<file path="src/hdl/imrot_pkg.sv">
// Shared types and constants for the quarter-turn image rotation address generator.
package imrot_pkg;

	localparam int MAX_DIM_DEF   = 4096;
	localparam int ADDR_BITS_DEF = 26;

	localparam int PIXEL_W     = 32;
	localparam int BPP_W       = 3;
	localparam int DIM_W       = 13;
	localparam int STRIDE_W    = 15;
	localparam int CFG_DATA_W  = 15;
	localparam int CFG_INDEX_W = 3;

	localparam logic [BPP_W-1:0]    BPP_RESET    = 3'd2;
	localparam logic [DIM_W-1:0]    DIM_RESET    = 13'd1;
	localparam logic [STRIDE_W-1:0] STRIDE_RESET = 15'd4;
	localparam logic [BPP_W-1:0]    BPP_MAX      = 3'd4;

	typedef enum logic [CFG_INDEX_W-1:0] {
		REG_ROTATION = 3'd0,
		REG_BPP      = 3'd1,
		REG_WIDTH    = 3'd2,
		REG_HEIGHT   = 3'd3,
		REG_STRIDE   = 3'd4
	} reg_index_t;

	typedef struct packed {
		logic                ccw;
		logic [BPP_W-1:0]    bpp;
		logic [STRIDE_W-1:0] stride;
		logic [DIM_W-1:0]    width;
		logic [DIM_W-1:0]    height;
	} geom_t;

endpackage

</file>
<file path="src/hdl/imrot_cfg.sv">
// Configuration registers with clamped geometry and the precomputed image start offset.
module imrot_cfg #(
	parameter int MAX_DIM   = imrot_pkg::MAX_DIM_DEF,
	parameter int ADDR_BITS = imrot_pkg::ADDR_BITS_DEF
) (
	input  logic                                clk,
	input  logic                                arst_n,
	input  logic                                cfg_write,
	input  logic [imrot_pkg::CFG_INDEX_W-1:0]   cfg_index,
	input  logic [imrot_pkg::CFG_DATA_W-1:0]    cfg_data,
	output imrot_pkg::geom_t                    geom,
	output logic [ADDR_BITS-1:0]                start_addr,
	output logic                                busy
);

	localparam int PROD_W = imrot_pkg::DIM_W + imrot_pkg::STRIDE_W;

	logic                              rotation_q;
	logic [imrot_pkg::BPP_W-1:0]       bpp_q;
	logic [imrot_pkg::DIM_W-1:0]       width_q;
	logic [imrot_pkg::DIM_W-1:0]       height_q;
	logic [imrot_pkg::STRIDE_W-1:0]    stride_q;

	imrot_pkg::geom_t                  geom_c;
	imrot_pkg::geom_t                  geom_q;
	logic [imrot_pkg::DIM_W-1:0]       mul_a;
	logic [imrot_pkg::STRIDE_W-1:0]    mul_b;
	logic [PROD_W-1:0]                 prod;
	logic [ADDR_BITS-1:0]              start_q;
	logic                              busy_q;

	function automatic logic [imrot_pkg::DIM_W-1:0] clamp_dim(
		input logic [imrot_pkg::DIM_W-1:0] v
	);
		logic [imrot_pkg::DIM_W-1:0] r;
		if (v == '0) begin
			r = imrot_pkg::DIM_W'(1);
		end else if (32'(v) > 32'(MAX_DIM)) begin
			r = imrot_pkg::DIM_W'(MAX_DIM);
		end else begin
			r = v;
		end
		return r;
	endfunction

	always_ff @(posedge clk or negedge arst_n) begin
		if (!arst_n) begin
			rotation_q <= 1'b0;
			bpp_q      <= imrot_pkg::BPP_RESET;
			width_q    <= imrot_pkg::DIM_RESET;
			height_q   <= imrot_pkg::DIM_RESET;
			stride_q   <= imrot_pkg::STRIDE_RESET;
		end else if (cfg_write) begin
			unique case (imrot_pkg::reg_index_t'(cfg_index))
				imrot_pkg::REG_ROTATION: rotation_q <= cfg_data[0];
				imrot_pkg::REG_BPP:      bpp_q      <= cfg_data[imrot_pkg::BPP_W-1:0];
				imrot_pkg::REG_WIDTH:    width_q    <= cfg_data[imrot_pkg::DIM_W-1:0];
				imrot_pkg::REG_HEIGHT:   height_q   <= cfg_data[imrot_pkg::DIM_W-1:0];
				imrot_pkg::REG_STRIDE:   stride_q   <= cfg_data[imrot_pkg::STRIDE_W-1:0];
				default: ;
			endcase
		end
	end

	always_comb begin
		geom_c.ccw    = rotation_q;
		geom_c.stride = stride_q;
		geom_c.width  = clamp_dim(width_q);
		geom_c.height = clamp_dim(height_q);
		if (bpp_q == '0) begin
			geom_c.bpp = imrot_pkg::BPP_W'(1);
		end else if (bpp_q > imrot_pkg::BPP_MAX) begin
			geom_c.bpp = imrot_pkg::BPP_MAX;
		end else begin
			geom_c.bpp = bpp_q;
		end
		// The first pixel lands at the last target row for 270 degrees, or the last
		// target column for 90 degrees.
		if (geom_c.ccw) begin
			mul_a = geom_c.width - imrot_pkg::DIM_W'(1);
			mul_b = geom_c.stride;
		end else begin
			mul_a = geom_c.height - imrot_pkg::DIM_W'(1);
			mul_b = imrot_pkg::STRIDE_W'(geom_c.bpp);
		end
		prod = PROD_W'(mul_a) * PROD_W'(mul_b);
	end

	always_ff @(posedge clk or negedge arst_n) begin
		if (!arst_n) begin
			geom_q.ccw    <= 1'b0;
			geom_q.bpp    <= imrot_pkg::BPP_RESET;
			geom_q.stride <= imrot_pkg::STRIDE_RESET;
			geom_q.width  <= imrot_pkg::DIM_RESET;
			geom_q.height <= imrot_pkg::DIM_RESET;
			start_q       <= '0;
			busy_q        <= 1'b0;
		end else begin
			geom_q  <= geom_c;
			start_q <= ADDR_BITS'(prod);
			busy_q  <= cfg_write;
		end
	end

	assign geom       = geom_q;
	assign start_addr = start_q;
	assign busy       = busy_q;

endmodule

</file>
<file path="src/hdl/imrot_addr_gen.sv">
// Column and row counters with running target offset adders.
module imrot_addr_gen #(
	parameter int MAX_DIM   = imrot_pkg::MAX_DIM_DEF,
	parameter int ADDR_BITS = imrot_pkg::ADDR_BITS_DEF
) (
	input  logic                   clk,
	input  logic                   arst_n,
	input  logic                   step,
	input  imrot_pkg::geom_t       geom,
	input  logic [ADDR_BITS-1:0]   start_addr,
	output logic [ADDR_BITS-1:0]   offset,
	output logic                   last
);

	localparam int CNT_W = $clog2(MAX_DIM);
	localparam int CMP_W = (CNT_W + 1 > imrot_pkg::DIM_W) ? CNT_W + 1 : imrot_pkg::DIM_W;

	logic [CNT_W-1:0]     col_q;
	logic [CNT_W-1:0]     row_q;
	logic [ADDR_BITS-1:0] row_start_q;
	logic [ADDR_BITS-1:0] cur_q;

	logic                 first;
	logic [ADDR_BITS-1:0] base_row;
	logic [ADDR_BITS-1:0] base_cur;
	logic [ADDR_BITS-1:0] bpp_ext;
	logic [ADDR_BITS-1:0] stride_ext;
	logic [ADDR_BITS-1:0] next_row_start;
	logic [ADDR_BITS-1:0] next_cur;
	logic                 row_end;
	logic                 img_end;

	always_comb begin
		first      = (col_q == '0) && (row_q == '0);
		base_row   = first ? start_addr : row_start_q;
		base_cur   = first ? start_addr : cur_q;
		bpp_ext    = ADDR_BITS'(geom.bpp);
		stride_ext = ADDR_BITS'(geom.stride);
		row_end    = (CMP_W'(col_q) + CMP_W'(1)) >= CMP_W'(geom.width);
		img_end    = (CMP_W'(row_q) + CMP_W'(1)) >= CMP_W'(geom.height);
		next_row_start = geom.ccw ? base_row + bpp_ext : base_row - bpp_ext;
		next_cur       = geom.ccw ? base_cur - stride_ext : base_cur + stride_ext;
	end

	always_ff @(posedge clk or negedge arst_n) begin
		if (!arst_n) begin
			col_q       <= '0;
			row_q       <= '0;
			row_start_q <= '0;
			cur_q       <= '0;
		end else if (step) begin
			if (row_end) begin
				col_q       <= '0;
				row_start_q <= next_row_start;
				cur_q       <= next_row_start;
				row_q       <= img_end ? '0 : row_q + CNT_W'(1);
			end else begin
				col_q       <= col_q + CNT_W'(1);
				row_start_q <= base_row;
				cur_q       <= next_cur;
			end
		end
	end

	assign offset = base_cur;
	assign last   = row_end && img_end;

endmodule

</file>
<file path="src/hdl/image_rotate_quarter_turn_addr.sv">
// Top level of the quarter-turn image rotation address generator.
// Source pixels enter on the in channel (in_valid, in_ready, pixel) in raster order.
// Each pixel leaves on the out channel (out_valid, out_ready) with target_offset,
// the byte offset in the rotated target image, pixel_out and last_pixel, which
// marks the final pixel of the image. Offsets follow from running adders over the
// column and row counters; the counters return to zero after the last pixel.
// An accepted pixel is registered into the output stage, or the skid register on a stall;
// one pixel can be taken every cycle while in_ready is high.
// The user must write registers through cfg_write, cfg_index and cfg_data while the
// block is idle; the block itself does not enforce this. In the cycle after a write,
// in_ready is low while the clamped geometry and the image start offset are recomputed.
// Reset clears the counters and the output stages and loads the register defaults.
// When the receiver stalls, one more transaction is held in a skid register; after
// that in_ready falls until the output drains.
module image_rotate_quarter_turn_addr #(
	parameter int MAX_DIM   = imrot_pkg::MAX_DIM_DEF,
	parameter int ADDR_BITS = imrot_pkg::ADDR_BITS_DEF
) (
	input  logic                                clk,
	input  logic                                arst_n,
	input  logic                                cfg_write,
	input  logic [imrot_pkg::CFG_INDEX_W-1:0]   cfg_index,
	input  logic [imrot_pkg::CFG_DATA_W-1:0]    cfg_data,
	input  logic                                in_valid,
	output logic                                in_ready,
	input  logic [imrot_pkg::PIXEL_W-1:0]       pixel,
	output logic                                out_valid,
	input  logic                                out_ready,
	output logic [ADDR_BITS-1:0]                target_offset,
	output logic [imrot_pkg::PIXEL_W-1:0]       pixel_out,
	output logic                                last_pixel
);

	imrot_pkg::geom_t                 geom;
	logic [ADDR_BITS-1:0]             start_addr;
	logic                             cfg_busy;
	logic [ADDR_BITS-1:0]             gen_offset;
	logic                             gen_last;
	logic                             accept;

	logic                             out_valid_q;
	logic [ADDR_BITS-1:0]             out_offset_q;
	logic [imrot_pkg::PIXEL_W-1:0]    out_pixel_q;
	logic                             out_last_q;
	logic                             skid_valid_q;
	logic [ADDR_BITS-1:0]             skid_offset_q;
	logic [imrot_pkg::PIXEL_W-1:0]    skid_pixel_q;
	logic                             skid_last_q;

	imrot_cfg #(
		.MAX_DIM   (MAX_DIM),
		.ADDR_BITS (ADDR_BITS)
	) u_cfg (
		.clk        (clk),
		.arst_n     (arst_n),
		.cfg_write  (cfg_write),
		.cfg_index  (cfg_index),
		.cfg_data   (cfg_data),
		.geom       (geom),
		.start_addr (start_addr),
		.busy       (cfg_busy)
	);

	imrot_addr_gen #(
		.MAX_DIM   (MAX_DIM),
		.ADDR_BITS (ADDR_BITS)
	) u_addr_gen (
		.clk        (clk),
		.arst_n     (arst_n),
		.step       (accept),
		.geom       (geom),
		.start_addr (start_addr),
		.offset     (gen_offset),
		.last       (gen_last)
	);

	assign in_ready = !skid_valid_q && !cfg_busy;
	assign accept   = in_valid && in_ready;

	always_ff @(posedge clk or negedge arst_n) begin
		if (!arst_n) begin
			out_valid_q  <= 1'b0;
			skid_valid_q <= 1'b0;
		end else if (!out_valid_q || out_ready) begin
			if (skid_valid_q) begin
				out_valid_q  <= 1'b1;
				skid_valid_q <= 1'b0;
			end else begin
				out_valid_q <= accept;
			end
		end else if (accept) begin
			skid_valid_q <= 1'b1;
		end
	end

	always_ff @(posedge clk) begin
		if (!out_valid_q || out_ready) begin
			if (skid_valid_q) begin
				out_offset_q <= skid_offset_q;
				out_pixel_q  <= skid_pixel_q;
				out_last_q   <= skid_last_q;
			end else begin
				out_offset_q <= gen_offset;
				out_pixel_q  <= pixel;
				out_last_q   <= gen_last;
			end
		end else if (accept) begin
			skid_offset_q <= gen_offset;
			skid_pixel_q  <= pixel;
			skid_last_q   <= gen_last;
		end
	end

	assign out_valid     = out_valid_q;
	assign target_offset = out_offset_q;
	assign pixel_out     = out_pixel_q;
	assign last_pixel    = out_last_q;

	a_cfg_blocks_accept: assert property (@(posedge clk) disable iff (!arst_n)
		cfg_write |=> !(in_valid && in_ready))
		else $error("Input transaction accepted right after a register write.");

	a_skid_behind_out: assert property (@(posedge clk) disable iff (!arst_n)
		skid_valid_q |-> out_valid_q)
		else $error("Skid register holds a transaction while the output is empty.");

	a_full_no_accept: assert property (@(posedge clk) disable iff (!arst_n)
		(out_valid_q && !out_ready && skid_valid_q) |=> (out_valid_q && skid_valid_q))
		else $error("Buffered transaction lost while the receiver stalls.");

endmodule

</file>
<file path="config.mk">
export PLATFORM = sky130hd
export DESIGN_NAME = image_rotate_quarter_turn_addr
export DESIGN_NICKNAME = d
export VERILOG_FILES = /design/src/hdl/imrot_pkg.sv /design/src/hdl/imrot_cfg.sv /design/src/hdl/imrot_addr_gen.sv /design/src/hdl/image_rotate_quarter_turn_addr.sv
export SDC_FILE = /design/constraint.sdc
export NUM_CORES = 1
export LEC_CHECK = 0
export BUFFER_PORTS_ARGS = -buffer_cell sky130_fd_sc_hd__clkbuf_2
export CORE_MARGIN = 2
export CORE_UTILIZATION = 40
export DETAILED_ROUTE_END_ITERATION = 10
export MAX_ROUTING_LAYER = met4
export PLACE_DENSITY = 0.65
export SLEW_MARGIN = 20
export SYNTH_ARGS = -nofsm -noshare
export SYNTH_HDL_FRONTEND = slang
export SYNTH_HIERARCHICAL = 1
export SYNTH_SLANG_ARGS = --single-unit
</file>
<file path="constraint.sdc">
create_clock -name clk -period 8.2 [get_ports clk]
set_input_delay 0.82 -clock clk [delete_from_list [all_inputs] [get_ports clk]]
set_output_delay 0.82 -clock clk [all_outputs]
set_load 0.02 [all_outputs]
</file>
# Word level (Yosys, flattened, before mapping)
# Cells that the tools add are included.
# W data, S select, Z words.
# word_totals
reg_bits	313
input_bits	55
out_inout_bits	61
wordCells	89
# classes
n_addsub	10
multipliers	1
order_cmp	5
eq_ne	4
n_mux	22
bitwise	1
reduce_logical	22
# ops
op	count
$mux W26	7
$mux W13	5
$mux W32	1
$add A12 B1 Y13 const B	2
$add A26 B15 Y26	1
$add A26 B3 Y26	1
$ge A13 B13 Y1	2
$gt A13 B13 Y1 const B	2
$logic_not A13 Y1	2
$mul A13 B15 Y26	1
$sub A13 B1 Y13 const B	2
$sub A26 B15 Y26	1
$sub A26 B3 Y26	1
$add A12 B1 Y12 const B	2
$logic_not A12 Y1	2
$mux W12	2
$mux W15	1
$reduce_and A2 Y1	7
$eq A3 B2 Y1 const B	2
$logic_not A3 Y1	2
$mux W3	2
$logic_and A1 B1 Y1	4
$mux W1	4
$eq A3 B1 Y1 const B	1
6 further kinds	8

# Logic depth before layout (Yosys ltp)
# logic_depth
ltp_word	6
ltp_mapped	29
mapped_depth_nobuf	29

# Hierarchy
# Netlist, hierarchy kept.
# modules_own_cells
module	instances	cells_per_inst	area_each_um2	seq_area_each_um2
imrot_cfg	1	1032	10427.5	2937.8
imrot_addr_gen	1	965	7980.2	1901.8
image_rotate_quarter_turn_addr	1	194	4655.7	3593.4

# Worst setup path before layout
# No wires, ideal clock.
# synth_timing
path_kind	flip-flop to flip-flop
from	reg u_cfg.rotation_q
to	reg u_cfg.start_q[22], in the netlist u_cfg/start_addr[22]
setup_time_ns	0.124
t_arrival_ns	6.958
required_time_ns	8.076
setup_slack_ns	1.119
path_stages_with_launch	25
n_path_buf	4
period_less_slack_ns	7.081
cell_sequence	dfrtp_1 -> clkbuf_8 -> clkbuf_8 -> clkbuf_1 -> clkbuf_1 -> mux2i_1 -> ha_1 -> o221ai_1 -> nor4_1 -> xor2_1 -> nor2_1 -> fa_1 -> fa_1 -> fa_1 -> fa_1 -> inv_1 -> fa_1 -> inv_1 -> ha_1 -> o21ai_0 -> nand2b_1 -> nand4_1 -> o21ai_0 -> o41a_1 -> xor2_1
# synth_between
elab_chain_cells	2
word_cells_on_any_way	3
cone_classes	1 x mul; 2 x mux
# synth_lines
element	line	text
start: declaration	imrot_cfg.sv:18	logic rotation_q;
start signal: assignment	imrot_cfg.sv:55	imrot_pkg::REG_ROTATION: rotation_q <= cfg_data[0];
$mux W13 or $mux W15 (tied branches)	imrot_cfg.sv:79	if (geom_c.ccw) begin
$mul A13 B15 Y26 (*)	imrot_cfg.sv:86	prod = PROD_W'(mul_a) * PROD_W'(mul_b);
net u_cfg.prod[22]	imrot_cfg.sv:28	logic [PROD_W-1:0] prod;
end signal: assignment	imrot_cfg.sv:100	start_q <= ADDR_BITS'(prod);
end: declaration	imrot_cfg.sv:29	logic [ADDR_BITS-1:0] start_q;
# The timed path passes the listed nets; every way through them passes the cells marked *.
# A chain may end at the register's enable or synchronous reset.

# Final worst setup path
# layout_timing
from	reg u_cfg/width_q[3] (netlist bit)
to	reg u_cfg.start_q[22], in the netlist u_cfg/start_addr[22]
# layout_between
elab_chain_cells	6
word_cells_on_any_way	7
cone_classes	1 x add/sub; 1 x mul; 1 x order compare; 3 x mux; 1 x reduce/logical
# layout_lines
element	line	text
start: declaration	imrot_cfg.sv:20	logic [imrot_pkg::DIM_W-1:0] width_q;
start signal: assignment	imrot_cfg.sv:50	width_q <= imrot_pkg::DIM_RESET;
start signal: assignment	imrot_cfg.sv:57	imrot_pkg::REG_WIDTH: width_q <= cfg_data[imrot_pkg::DIM_W-1:0];
$gt A13 B13 Y1	imrot_cfg.sv:38	end else if (32'(v) > 32'(MAX_DIM)) begin
$mux W13	imrot_cfg.sv:38	
$mux W13 (*)	imrot_cfg.sv:36	if (v == '0) begin
$sub A13 B1 Y13 (*)	imrot_cfg.sv:80	mul_a = geom_c.width - imrot_pkg::DIM_W'(1);
$mux W13 (*)	imrot_cfg.sv:79	
$mul A13 B15 Y26 (*)	imrot_cfg.sv:86	
net u_cfg.prod[22]	imrot_cfg.sv:28	
# Marks and branches as above.

==> reports/metrics.cfg <==
[global_route]
grt_max_degree=132
grt_util_met2=0.328
use_met1=0.280
grt-busiest-layer=met2
gr-usage-all-layers=0.206
antenna_found_initial=2
grtUsageMet3=0.0237
overflow=0
grt_pass1_wl_mm=94.4
grt_pass1_vias=16900

[sta]
min_period_ns=7.62
setup_viol=0
timing.final.ws_setup_ns=0.582
final.setup.tns_ns=0
hold_viol_final=0
rsz0062_at_grt=false
fin_crit_sh=0.929
worstMarginPinSlew_ns=0.978
max_freq_ghz=0.131
drv_slew=0
fin_worst_skew_ns=0.0350
max_slew_margin=0.331

[synthesis]
syn-mean-instance-area_um2=10.5
postSynthNetCount=2541
seq_area_frac_synth=0.366
synth_warnings=6
syn_area_mm2=0.0231
postSynthCellCount=2191
synth-edff-count=118
synth_top_cell_area_share=0.203
synth_flop_cell=dfrtp_1
synth_seq_cells=313
synth_common_cells=inv_1, nand2_1, dfrtp_1
yosysMostFrequentCell=inv_1
async_flop_share=0.623
synth_top_area_cell=dfrtp_1
synth.distinct_cells=90
synthTopCellsByArea=dfrtp_1, edfxtp_1, fa_1

[clocking]
path_clk_slew_ns=0.06
cts.htree.levels=2
root_buffer=clkbuf_16
insertion_delay_ns=0.55
numCtsBuffers=35
post_cts_buffers=0
clock_sinks=313
ctsLongestPathBuffers=3
cts_tree=built

[critical_path]
r2r-start=u_cfg/width_q[3]
crit_type=register to register
cp-end-kind=register
critPathMostFrequentCell=fa_1
r2r_slack_ns=0.58
path_depth=26
r2r_cells=26
slowest_stage=nor4_1
worst-path-buf-inv=4
required_ns=8.62
arrival_ns=8.04
critPathLaunchType=register
rr_endpoint=u_cfg/start_addr[22]
worst_path_largest_cell_delay_ns=0.67
critPathTopFamily=adder cells
cp_max_fo=13

[die]
pin_count=116
initial_utilization=0.402
rows=88
dieHeight_um=244
die-area_mm2=0.0596
core_area_mm2=0.0574
die_w_um=244

[worst_hold_path]
hold_class=input pin to asynchronous set/reset pin

[route]
wl_per_cell_um=18.8
avgViaCountPerCell=5.31
drc=0
vias=16400
wl_mm=58.0
ant_nets=0
drt-pass1-iter-count=6
drt_iter0_drc=1114

[finish]
postLayoutCellArea_mm2=0.0256
layout-drive-gt1-share=0.173
area_delta_synth_final_pct=11.0
nets=2640
n_fill_cell=5399

[placed_design]
dpl_worst_slack_ns=0.502
portBuffers=115
place_congestion=0.956
place_area_mm2=0.0244
hpwl_mm=44.7

[flow_run]
cap_violations=0

[outcome]
run_status=complete, no violations

worst max-delay path by stage:
| stage | slack (ns) | startpoint | endpoint |
|---|---|---|---|
| final | 0.58 | u_cfg/width_q[3] | u_cfg/start_addr[22] |
| after detailed placement | 0.50 | u_cfg/width_q[3] | u_cfg/start_addr[22] |
| after global routing | 0.15 | u_cfg/width_q[3] | u_cfg/start_addr[22] |
| after CTS | 0.48 | u_cfg/width_q[3] | u_cfg/start_addr[22] |
| after floorplan | 1.12 | u_cfg/rotation_q | u_cfg/start_addr[22] |
| after global placement | 0.65 | u_cfg/width_q[3] | u_cfg/start_addr[22] |
worst reg2reg max path, stage by stage (launching register included):
cell and delay [ns]:
dfrtp_1 0.43, nor3_1 0.11, and3_1 0.17, a21oi_1 0.17, nor2_1 0.07, buf_4 0.20, mux2_2 0.31, inv_1 0.07
ha_1 0.20, o221ai_1 0.31, nor4_1 0.68, xor2_2 0.46, nor2_1 0.13, fa_1 0.52, fa_1 0.52, fa_1 0.52
fa_1 0.54, inv_1 0.05, fa_1 0.53, inv_1 0.04, ha_1 0.32, o21ai_0 0.16, nand2b_1 0.12, nand4_1 0.15
o21ai_0 0.19, o41a_1 0.36, xor2_1 0.15
area by class of cell:
cell class,count,area (µm²),share of cell area
diodes,1,2.50,0.0000977
clock buffers,47,1000,0.0391
clock inverters,17,215,0.00840
inverters,250,938,0.0366
multi-input cells,1545,13200,0.517
flip-flops and latches,313,8440,0.330
well taps,765,957,0.0374
repair buffers,145,822,0.0321
registers in the layout (all words and copies together), names as in the netlist, 13 cells and up:
register                cells
pixel_out                  32
skid_pixel_q               32
u_cfg/width_q              13
u_addr_gen/row_start_q     26
u_cfg/geom                 45
skid_offset_q              26
u_cfg/start_addr           26
u_cfg/stride_q             15
u_cfg/height_q             13
u_addr_gen/cur_q           26
target_offset              26
cells by family (layout without fill, tap and decap cells):
group	after synthesis	after routing	synth area share
buffers and inverters	333	459	0.0627
adders and majority gates	295	295	0.207
DFF	313	313	0.366
other	0	1	0
and+or+nand+nor	612	612	0.125
AOI/OAI and AO/OA	356	356	0.102
xor gates and xnor gates	110	110	0.0427
muxes	172	172	0.0949
cells in the final DEF (no fill, tap or decap), types with 12 or more instances in the layout:
| cell | instances |
|---|---|
| nor3_1 | 17 |
| inv_1 | 249 |
| ha_1 | 151 |
| clkbuf_2 | 114 |
| o211ai_1 | 12 |
| xnor2_1 | 72 |
| nand2b_1 | 29 |
| nor2_1 | 170 |
| nand3_1 | 40 |
| mux2i_1 | 18 |
| buf_4 | 29 |
| fa_1 | 144 |
| o21ai_0 | 71 |
| nand4_1 | 13 |
| and2_1 | 24 |
| dfrtp_1 | 185 |
| a21o_1 | 48 |
| nor4_1 | 13 |
| mux2_2 | 81 |
| and3_1 | 19 |
| a31oi_1 | 42 |
| clkbuf_16 | 36 |
| nand2_1 | 216 |
| nor2b_1 | 32 |
| a21oi_1 | 83 |
| edfxtp_1 | 118 |
| mux2_4 | 73 |
| o21a_1 | 20 |
| xor2_1 | 35 |
timing repair:
| item | in CTS | in global routing |
|---|---|---|
| endpoints found under the setup margin | 0 | 4 |
| gates resized for setup | 0 | 1 |
| hold buffers | 0 | 0 |
layer usage:
layer | share of wire | vias up | wire [µm]
li1 | - | 7644 | -
met1 | 0.46 | 8172 | 26700
met2 | 0.47 | 451 | 27000
met3 | 0.050 | 92 | 2890
met4 | 0.024 | 0 | 1400
met5 | 0 | - | 0
stage by stage:
| stage | cells | utilization | hold WS [ns] |
|---|---|---|---|
| global placement | 3018 | 0.425 | 0.384 |
| global route | 3082 | 0.446 | 0.309 |
| detailed placement | 3018 | 0.425 | 0.389 |
| CTS | 3082 | 0.446 | 0.279 |
| floorplan | 2191 | - | 0.364 |
| finish | 3083 | 0.446 | 0.277 |
Power is left out: the tool's default activity adds up to more than one toggle a clock period on the data nets, which glitch-free logic cannot reach.
